[config.mk]
export PLATFORM = sky130hd
export DESIGN_NAME = sobel_ctrl
export DESIGN_NICKNAME = d
export VERILOG_FILES = /design/src/hdl/assert_macros.svh /design/src/hdl/sobel_pkg.sv /design/src/hdl/sobel_ctrl.sv
export SDC_FILE = /design/constraint.sdc
export NUM_CORES = 1
export LEC_CHECK = 0
export BUFFER_PORTS_ARGS = -buffer_cell sky130_fd_sc_hd__buf_2
export CAP_MARGIN = 20
export CORE_MARGIN = 2
export CORE_UTILIZATION = 55
export CTS_CLUSTER_SIZE = 8
export DETAILED_ROUTE_END_ITERATION = 10
export PLACE_DENSITY_LB_ADDON = 0.1
export SYNTH_ARGS = -nofsm -noshare
export SYNTH_HDL_FRONTEND = slang
export SYNTH_SLANG_ARGS = --single-unit
[constraint.sdc]
create_clock -name aclk -period 3.1 [get_ports aclk]
set_input_delay 0.31 -clock aclk [delete_from_list [all_inputs] [get_ports aclk]]
set_output_delay 0.31 -clock aclk [all_outputs]
set_load 0.01 [all_outputs]
[src/hdl/assert_macros.svh]
// assertion macros used by the top level rtl file
`ifndef ASSERT_MACROS_SVH
`define ASSERT_MACROS_SVH
`ifndef SYNTHESIS
`define ASSERT_IMPLIES(label, clk, rstn, pre, post) \
    label: assert property (@(posedge clk) disable iff (!rstn) (pre) |-> (post)) \
        else $error("assertion failed");
`define ASSERT_NEXT(label, clk, rstn, pre, post) \
    label: assert property (@(posedge clk) disable iff (!rstn) (pre) |=> (post)) \
        else $error("assertion failed");
`else
`define ASSERT_IMPLIES(label, clk, rstn, pre, post)
`define ASSERT_NEXT(label, clk, rstn, pre, post)
`endif
`endif

[src/hdl/sobel_pkg.sv]
// shared types, constants and helpers for the sobel edge block
`default_nettype none
package sobel_pkg;
    localparam int DEF_MAX_WIDTH  = 1024;
    localparam int DEF_MAX_HEIGHT = 4096;
    localparam logic [10:0] RST_WIDTH  = 11'd640;
    localparam logic [12:0] RST_HEIGHT = 13'd480;
    localparam logic [0:0] REG_WIDTH  = 1'b0;
    localparam logic [0:0] REG_HEIGHT = 1'b1;
    localparam logic CMD_PIXEL = 1'b0;

    // controller to datapath
    typedef struct packed {
        logic advance;   // shift one position, write line stores
        logic use_zero;  // shift a zero pixel
        logic compute;   // start the root units on the squared gradients
        logic restart;   // clear window
    } sobel_cmd_t;

    // gradient of one channel, |g| <= 1020
    function automatic logic signed [11:0] grad_x(input logic [7:0] p [0:8], input logic [8:0] m);
        logic signed [11:0] s;
        s = 12'sd0;
        if (m[2]) s = s + $signed({4'd0, p[2]});
        if (m[0]) s = s - $signed({4'd0, p[0]});
        if (m[5]) s = s + $signed({3'd0, p[5], 1'b0});
        if (m[3]) s = s - $signed({3'd0, p[3], 1'b0});
        if (m[8]) s = s + $signed({4'd0, p[8]});
        if (m[6]) s = s - $signed({4'd0, p[6]});
        return s;
    endfunction

    function automatic logic signed [11:0] grad_y(input logic [7:0] p [0:8], input logic [8:0] m);
        logic signed [11:0] s;
        s = 12'sd0;
        if (m[6]) s = s + $signed({4'd0, p[6]});
        if (m[0]) s = s - $signed({4'd0, p[0]});
        if (m[7]) s = s + $signed({3'd0, p[7], 1'b0});
        if (m[1]) s = s - $signed({3'd0, p[1], 1'b0});
        if (m[8]) s = s + $signed({4'd0, p[8]});
        if (m[2]) s = s - $signed({4'd0, p[2]});
        return s;
    endfunction
endpackage
`default_nettype wire

[src/hdl/sobel_ctrl.sv]
// sequencer: frame counters, drain handling and handshakes
`default_nettype none
module sobel_ctrl #(
    parameter int MAX_WIDTH  = sobel_pkg::DEF_MAX_WIDTH,
    parameter int MAX_HEIGHT = sobel_pkg::DEF_MAX_HEIGHT
) (
    input  wire logic                         aclk,
    input  wire logic                         aresetn,
    input  wire logic                         cfg_wr,
    input  wire logic [10:0]                  width_in,
    input  wire logic [12:0]                  height_in,
    input  wire logic                         in_valid,
    input  wire logic                         in_cmd,
    output logic                              in_ready,
    output logic                              out_valid,
    input  wire logic                         out_ready,
    output logic                              out_last,
    input  wire logic                         dp_busy,
    output sobel_pkg::sobel_cmd_t             cmd,
    output logic [$clog2(MAX_WIDTH)-1:0]      col,
    output logic [8:0]                        mask
);
    import sobel_pkg::*;
    localparam int CW = $clog2(MAX_WIDTH) + 1;
    localparam int RW = $clog2(MAX_HEIGHT) + 1;
    localparam logic [2:0] ST_IDLE = 3'd0, ST_READ = 3'd1, ST_SHIFT = 3'd2,
                           ST_CALC = 3'd3, ST_ROOT = 3'd4, ST_OUT = 3'd5;

    logic [2:0]    state_reg, state_next;
    logic [CW-1:0] icol_reg, icol_next, ocol_reg, ocol_next, w;
    logic [RW-1:0] irow_reg, irow_next, orow_reg, orow_next, h;
    logic          drain_reg, drain_next, again_reg, again_next, last_reg, last_next;
    logic          rdy, last_now;

    always_comb begin
        w = (width_in == 11'd0) ? CW'(1) :
            ({21'd0, width_in} > 32'(MAX_WIDTH)) ? CW'(MAX_WIDTH) : CW'(width_in);
        h = (height_in == 13'd0) ? RW'(1) :
            ({19'd0, height_in} > 32'(MAX_HEIGHT)) ? RW'(MAX_HEIGHT) : RW'(height_in);
    end

    assign col = icol_reg[CW-2:0];
    assign in_ready = (state_reg == ST_IDLE) && !cfg_wr;
    assign out_valid = (state_reg == ST_OUT);
    assign out_last = last_reg;
    assign rdy = (irow_reg >= RW'(2)) || (irow_reg == RW'(1) && icol_reg >= CW'(1));
    assign last_now = (orow_reg == h - RW'(1)) && (ocol_reg == w - CW'(1));

    // border mask of the output position, index m*3+n
    always_comb begin
        for (int m = 0; m < 3; m++)
            for (int n = 0; n < 3; n++)
                mask[m*3+n] = !((m == 0 && orow_reg == RW'(0)) ||
                                (m == 2 && orow_reg + RW'(1) >= h) ||
                                (n == 0 && ocol_reg == CW'(0)) ||
                                (n == 2 && ocol_reg + CW'(1) >= w));
    end

    always_comb begin
        state_next = state_reg; icol_next = icol_reg; irow_next = irow_reg;
        ocol_next = ocol_reg; orow_next = orow_reg; drain_next = drain_reg;
        again_next = again_reg; last_next = last_reg;
        cmd = '0;
        unique case (state_reg)
            ST_IDLE: begin
                if (in_valid && !cfg_wr) begin
                    drain_next = irow_reg >= h;
                    again_next = irow_reg >= h;
                    if (irow_reg < h && in_cmd != CMD_PIXEL) state_next = ST_IDLE;
                    else state_next = ST_READ;
                end
            end
            ST_READ: state_next = ST_SHIFT;   // line store read latency
            ST_SHIFT: begin
                cmd.advance = 1'b1;
                cmd.use_zero = drain_reg;
                icol_next = icol_reg + CW'(1);
                if (icol_next >= w) begin
                    icol_next = '0;
                    irow_next = irow_reg + RW'(1);
                end
                if (rdy) state_next = ST_CALC;
                else if (again_reg) begin
                    again_next = 1'b0;
                    state_next = ST_READ;
                end else state_next = ST_IDLE;
            end
            ST_CALC: begin
                cmd.compute = 1'b1;
                last_next = last_now;
                state_next = ST_ROOT;
            end
            ST_ROOT: if (!dp_busy) state_next = ST_OUT;
            ST_OUT: begin
                if (out_ready) begin
                    state_next = ST_IDLE;
                    if (last_reg) begin
                        cmd.restart = 1'b1;
                        icol_next = '0; irow_next = '0; ocol_next = '0; orow_next = '0;
                    end else begin
                        ocol_next = ocol_reg + CW'(1);
                        if (ocol_next >= w) begin
                            ocol_next = '0;
                            orow_next = orow_reg + RW'(1);
                        end
                    end
                end
            end
            default: state_next = ST_IDLE;
        endcase
        if (cfg_wr) begin
            cmd.restart = 1'b1; state_next = ST_IDLE;
            icol_next = '0; irow_next = '0; ocol_next = '0; orow_next = '0;
        end
    end

    always_ff @(posedge aclk) begin
        if (!aresetn) begin
            state_reg <= ST_IDLE;
            icol_reg <= '0; irow_reg <= '0; ocol_reg <= '0; orow_reg <= '0;
            drain_reg <= 1'b0; again_reg <= 1'b0; last_reg <= 1'b0;
        end else begin
            state_reg <= state_next;
            icol_reg <= icol_next; irow_reg <= irow_next;
            ocol_reg <= ocol_next; orow_reg <= orow_next;
            drain_reg <= drain_next; again_reg <= again_next; last_reg <= last_next;
        end
    end
endmodule
`default_nettype wire

==> results of run 1 <==
[metal layers]
| metal | global-route usage, % | routed length, um |
|---|---|---|
| met2 | 52.95 | 8099 |
| met5 | 0 | 0 |
| met3 | 3.525 | 910 |
| met4 | 10.02 | 358 |
| met1 | 44.00 | 7534 |
[kinds of logic after synthesis]
| family | after synthesis | synth area share, % |
|---|---|---|
| flip-flops | 54 | 20.08 |
| XOR/XNOR | 50 | 8.134 |
| other | 1 | 0.06965 |
| AND/OR/NAND/NOR | 258 | 26.47 |
| AO/OA/AOI/OAI | 183 | 22.96 |
| multiplexers | 9 | 1.720 |
| buffers and inverters | 79 | 6.856 |
| adder cells (fa/ha/maj) | 59 | 13.71 |
[tightest hold or removal path, delay by kind of cell]
family	cells	cell delay, ns
buffers and inverters	1	0.15
and+or+nand+nor	1	0.06
AOI/OAI and AO/OA	1	0.06
[per-stage QoR]
stage          TNS [ns]  std cells
2_1_floorplan         0        693
3_3_place_gp    -0.2146        907
3_5_place_dp    -0.2910        907
4_1_cts        -0.06399        922
5_1_grt         -0.7328        929
6_report        -0.1701        929
[worst max path at each step]
stage | start | to | slack [ns] | cells after the start
after floorplan | width_in[2] | ocol_reg[5]$_SDFFE_PP0P_ | 0.002 | 13
after global placement | height_in[7] | out_last$_SDFFE_PN0P_ | -0.21 | 14
after detailed placement | height_in[7] | out_last$_SDFFE_PN0P_ | -0.25 | 14
after CTS | orow_reg[1]$_SDFFE_PP0P_ | mask[6] | -0.03 | 13
after global routing | orow_reg[1]$_SDFFE_PP0P_ | mask[8] | -0.21 | 14
final | orow_reg[1]$_SDFFE_PP0P_ | mask[8] | -0.09 | 14
[Yosys cell counts (12+ instances only)]
cell type   n
a31oi_1    13
xnor2_1    29
and3_1     20
nor2_1     35
nand2b_1   12
dfxtp_1    54
nand2_1    54
nand4_1    25
clkbuf_1   24
buf_4      13
nand3_1    26
ha_1       59
a22o_1     12
xor2_1     21
a21oi_1    45
or3_1      12
nor4_1     18
inv_1      29
o21ai_0    31
[repair_timing]
action / 4_1_cts / 5_1_grt
gates resized for setup: 19 / 47
pin swaps: 12 / 15
setup endpoints to repair: 6 / 34
setup buffers: 8 / 7
[final cells by class]
cell class,instances,area share (%)
multi-input cells,560,63.53
inverters,32,1.820
clock buffers,5,1.042
clock inverters,2,0.2274
well taps,133,2.521
flip-flops and latches,54,16.62
repair buffers,143,14.23
[power breakdown]
part	leakage, nW	switching [W]	internal (W)
Clock	0.0362	0.000260	0.000155
Sequential	0.441	0.00000138	0.000693
Combinational	2.38	0.000175	0.000126
==> reports/metrics.yaml, run 1 <==
outcome:
  run_status: "complete, but fails checks"
  violations: "negative setup slack"
sta:
  whs_ns: 0.2936
  finalMaxSlewViolations: 0
  slew_headroom_pct: 50.28
  report.final.hold_viol_count: 0
  finalCriticalPeriod_ns: 3.186
  skew_ns: 0.01402
  period_share_pct: 102.8
  setup_viol: 2
  clock.fmax_mhz: 313.9
  rsz0062_at_grt: "yes"
  tightest_slew_ns: 0.7458
  setup_ws_ns: -0.08608
yosys:
  yosysTopAreaCell: "dfxtp_1"
  ys_seq_area_share_pct: 20.08
  ys_types: 75
  yosys_warnings: 0
  dominantRegCellSynth: "dfxtp_1"
  avgSynthCellArea_um2: 7.769
  synth_nets: 783
  syn-cell-area_mm2: 0.005384
  synth_edf_count: 0
  synth_seq_cells: 54
  synth_top_area_share_pct: 20.08
  synth_area_leaders: "dfxtp_1, ha_1, xnor2_1"
  syn_inst: 693
  ys_async_sr_fraction_pct: 0
min_path:
  hold_end: "again_reg$_SDFFE_PN0P_"
  hold_class: "primary input to flop"
  hold_depth: 3
  hp-start: "aresetn"
layout:
  diodes: 0
  fin_nets: 886
  final_core_util_pct: 68.48
  drive_above_1_share_pct: 27.76
  fillers: 829
  mostFrequentLayoutCells: "buf_4, ha_1, buf_2"
  multi_input_area_mm2: 0.004194
  stdcell_area_mm2: 0.006601
  layout_commonest_cell: "buf_4"
  areaGrowthSynthToFinish_pct: 22.61
  register_area_mm2: 0.001097
drt:
  drc: 0
  drt-total-wl_um: 16900
  dr_total_vias: 5701
  drt_first_pass_iters: 5
  vias_per_cell: 6.137
  drt_iter0_drc: 376
  detail_route.wl_per_cell_um: 18.19
  antenna_left: 0
setup_path:
  required_ns: 2.79
  path_common_cell: "and3_4"
  end_kind: "output port"
  cp_data_arrival_time_ns: 2.88
  critPathMaxStageDelay_ns: 0.38
  worst-path-buf-inv: 1
  cp_slowest_cell: "dfxtp_2"
  start_kind: "flop"
  rr_startpoint: "icol_reg[0]$_SDFFE_PP0P_"
  crit_family: "simple AND/OR/NAND/NOR gates"
  critPathMaxFanout: 4
  r2r_setup_slack_ns: 0.11
  worstSetupPathType: "flop to output port"
  crit_chain: "ha_4 -> and3_4 -> and3_4 -> nand3_4 -> xnor2_2 -> ha_1 -> nand4_1 -> nor2_2 -> o21ai_1 -> a31oi_1 -> a211o_1 -> a31oi_2 -> and2_1 -> buf_2"
  rr_worst_depth: 13
  r2r-end: "irow_reg[8]$_SDFFE_PP0P_"
power_and_ir_drop:
  p_per_area_mw_per_mm2: 213.7
  total_power_w: 0.001411
  vdd_ir_drop_max_uv: 155.3
  leakagePower_nw: 2.852
global_route:
  antenna_found_initial: 0
  grt_pass1_wl_um: 26870
  grt_max_degree: 20
  grtUsageTotal_pct: 32.10
  grt_pass1_vias: 5269
  grt_overflow: 0
clock_network:
  clkLatencyLatePin_ns: 0.33
  clock_path_buffers: 2
  cts.hold.buffers_added: 0
  cts_buffers: 5
  clock-sinks: 54
  cts_tree: "done"
  path_clk_slew_ns: 0.11
  h-tree-depth: 2
  cts-root-buf: "clkbuf_8"
placement:
  numPortBuffers: 55
  place_ws_ns: -0.2547
  dp_hpwl_um: 12920
  gp_congestion: 0.9697
  dpl_cell_area_mm2: 0.006125
floorplanning:
  core_area_mm2: 0.009639
  rows: 36
  initial_utilization_pct: 55.85
  pin_count: 57
  fp.dieArea_mm2: 0.01060
  die_height_um: 102.9
  die_w_um: 102.9
flow_run:
  cap_viol_max_count: 0
Power figures use the tool's default switching activity.
==> run 2, diff against run 1 <==
--- a/config.mk
+++ b/config.mk
@@ -15,3 +15,4 @@
 export SYNTH_ARGS = -nofsm -noshare
 export SYNTH_HDL_FRONTEND = slang
 export SYNTH_SLANG_ARGS = --single-unit
+export TNS_END_PERCENT = 1
==> run 2 against run 1 <==
  * The run still ends with negative setup slack left
  * Die area unchanged
  * Via count decreased by 0.95%
  * Core utilization decreased by 1.5 points
  * Non-clock buffer count decreased by 6
  * Final cell count decreased by 0.65%
  * Routed wire length decreased by 1.3%
  * Critical path depth unchanged
  * Largest power group unchanged
  * Highest routed layer unchanged
==> reports/metrics.yaml, run 2 (same netlist as run 1, synthesis figures left out) <==
outcome:
  run_status: "complete, but fails checks"
  violations: "negative setup slack"
setup_path:
  rr_worst_depth: 13
  critPathMaxFanout: 4
  cp_data_arrival_time_ns: 2.87
  r2r_setup_slack_ns: 0.04
  r2r-end: "irow_reg[8]$_SDFFE_PP0P_"
  path_common_cell: "and3_4"
  required_ns: 2.79
  crit_chain: "ha_4 -> and3_4 -> and3_4 -> nand3_4 -> xnor2_2 -> ha_1 -> nand4_1 -> nor2_2 -> o21ai_1 -> a31oi_1 -> a211o_1 -> a31oi_2 -> and2_1 -> buf_2"
  start_kind: "flop"
  critPathMaxStageDelay_ns: 0.38
  rr_startpoint: "icol_reg[4]$_SDFFE_PP0P_"
  end_kind: "output port"
  worstSetupPathType: "flop to output port"
  cp_slowest_cell: "dfxtp_2"
placement:
  numPortBuffers: 55
  place_inst: 907
  dp_hpwl_um: 12920
  place_ws_ns: -0.2547
  dpl_cell_area_mm2: 0.006125
  gp_congestion: 0.9697
drt:
  drc: 0
  drt-total-wl_um: 16690
  antenna_left: 0
  drt_first_pass_iters: 5
  drt_iter0_drc: 334
  detail_route.wl_per_cell_um: 18.08
  vias_per_cell: 6.118
  dr_total_vias: 5647
clock_network:
  clock-sinks: 54
  path_clk_slew_ns: 0.11
  h-tree-depth: 2
  clock_path_buffers: 2
  cts_tree: "done"
  cts-root-buf: "clkbuf_8"
  clkLatencyLatePin_ns: 0.33
  cts_buffers: 5
layout:
  drive_above_1_share_pct: 24.81
  mostFrequentLayoutCells: "buf_4, ha_1, buf_2"
  stdcell_area_mm2: 0.006459
  layout_commonest_cell: "buf_4"
  diodes: 0
  areaGrowthSynthToFinish_pct: 19.96
  post_layout_nonfiller_instances: 923
  fin_nets: 880
  final_core_util_pct: 67.00
min_path:
  hold_depth: 3
  hold_class: "primary input to flop"
  hold_end: "again_reg$_SDFFE_PN0P_"
  hp-start: "aresetn"
global_route:
  grt_overflow: 0
  grt_max_degree: 20
  antenna_found_initial: 0
  grt_pass1_vias: 5266
  grt_pass1_wl_um: 26850
  grtUsageTotal_pct: 32.08
sta:
  rsz0062_at_grt: "yes"
  report.final.hold_viol_count: 0
  whs_ns: 0.2851
  setup_ws_ns: -0.08405
  setup_viol: 2
  tightest_slew_ns: 0.7694
  finalCriticalPeriod_ns: 3.184
  slew_headroom_pct: 48.36
  finalMaxSlewViolations: 0
  skew_ns: 0.01680
  clock.fmax_mhz: 314.1
  period_share_pct: 102.7
floorplanning:
  initial_utilization_pct: 55.85
  fp.dieArea_mm2: 0.01060
  die_w_um: 102.9
  die_height_um: 102.9
  core_area_mm2: 0.009639
  pin_count: 57
  rows: 36
flow_run:
  cap_viol_max_count: 0
power_and_ir_drop:
  vdd_ir_drop_max_uv: 157.8
  p_per_area_mw_per_mm2: 218.2
  leakagePower_nw: 2.796
[run 2: cell types whose count changed in the layout (fill, tap and decap cells not counted), moves of 2 or more]
cell / previous run / this run
nand3_2: 3 / 1
o21ai_2: 2 / 0
o21ai_1: 4 / 6
dfxtp_1: 43 / 49
and3_1: 11 / 15
nand3_1: 23 / 25
dfxtp_2: 10 / 4
and3_4: 9 / 5
buf_4: 87 / 82
[run 2: worst max-delay path: cells and delay by family (launching register included)]
family / cells / cell delay (ns)
xor gates and xnor gates: 1 / 0.15
adders and majority gates: 2 / 0.44
and+or+nand+nor: 6 / 0.97
DFF: 1 / 0.38
AOI/OAI and AO/OA: 4 / 0.48
buffers and inverters: 1 / 0.13
[run 2: cell type report]
type                    count  area [um2]
flip-flops and latches     54        1090
well taps                 133       166.4
fillers                   855        3181
inverters                  32       120.1
clock inverters             2       15.01
multi-input cells         560        4108
repair buffers            137       890.9
clock buffers               5       68.82
[run 2: repair_timing]
item | CTS | global route
setup endpoints to repair | 6 | 34
gates cloned | 0 | 0
hold buffers | 0 | 0
gates resized for setup | 19 | 24
pin swaps | 11 | 7
setup buffers | 7 | 2
[run 2: report_power, final]
group          total (W)  switching (W)  leakage, nW  internal, W
clock           0.000417       0.000261       0.0362     0.000155
sequential      0.000695     0.00000136        0.438     0.000694
combinational   0.000297       0.000173         2.32     0.000124
[run 2: metrics by stage]
step,TNS [ns],power [W]
after floorplan,0,0.0008725
after global placement,-0.2146,0.0009884
after detailed placement,-0.2910,0.0009927
after CTS,-0.08672,0.001402
after global routing,-1.166,0.001463
final,-0.1660,0.001409
[run 2: metal layers]
layer  track usage [%]  share of wire [%]  vias to the layer above  wire length, um
met3             3.525                5.5                       32              918
met1             43.96                 45                     2639             7466
met5                 0                  0                        -                0
li1                  -                  -                     2765                -
met2             52.95                 48                      211             7943
met4             10.02                2.2                        0              359
[run 2: worst max path at each step]
stage                                   startpoint                  endpoint  slack, ns  cells past startpoint
after detailed placement              height_in[7]     out_last$_SDFFE_PN0P_      -0.25                     14
after floorplan                        width_in[2]  ocol_reg[5]$_SDFFE_PP0P_      0.002                     13
after global placement                height_in[7]     out_last$_SDFFE_PN0P_      -0.21                     14
after CTS                 orow_reg[1]$_SDFFE_PP0P_                   mask[6]      -0.03                     13
after global routing      orow_reg[1]$_SDFFE_PP0P_                   mask[8]      -0.21                     14
final                     orow_reg[1]$_SDFFE_PP0P_                   mask[8]      -0.08                     14
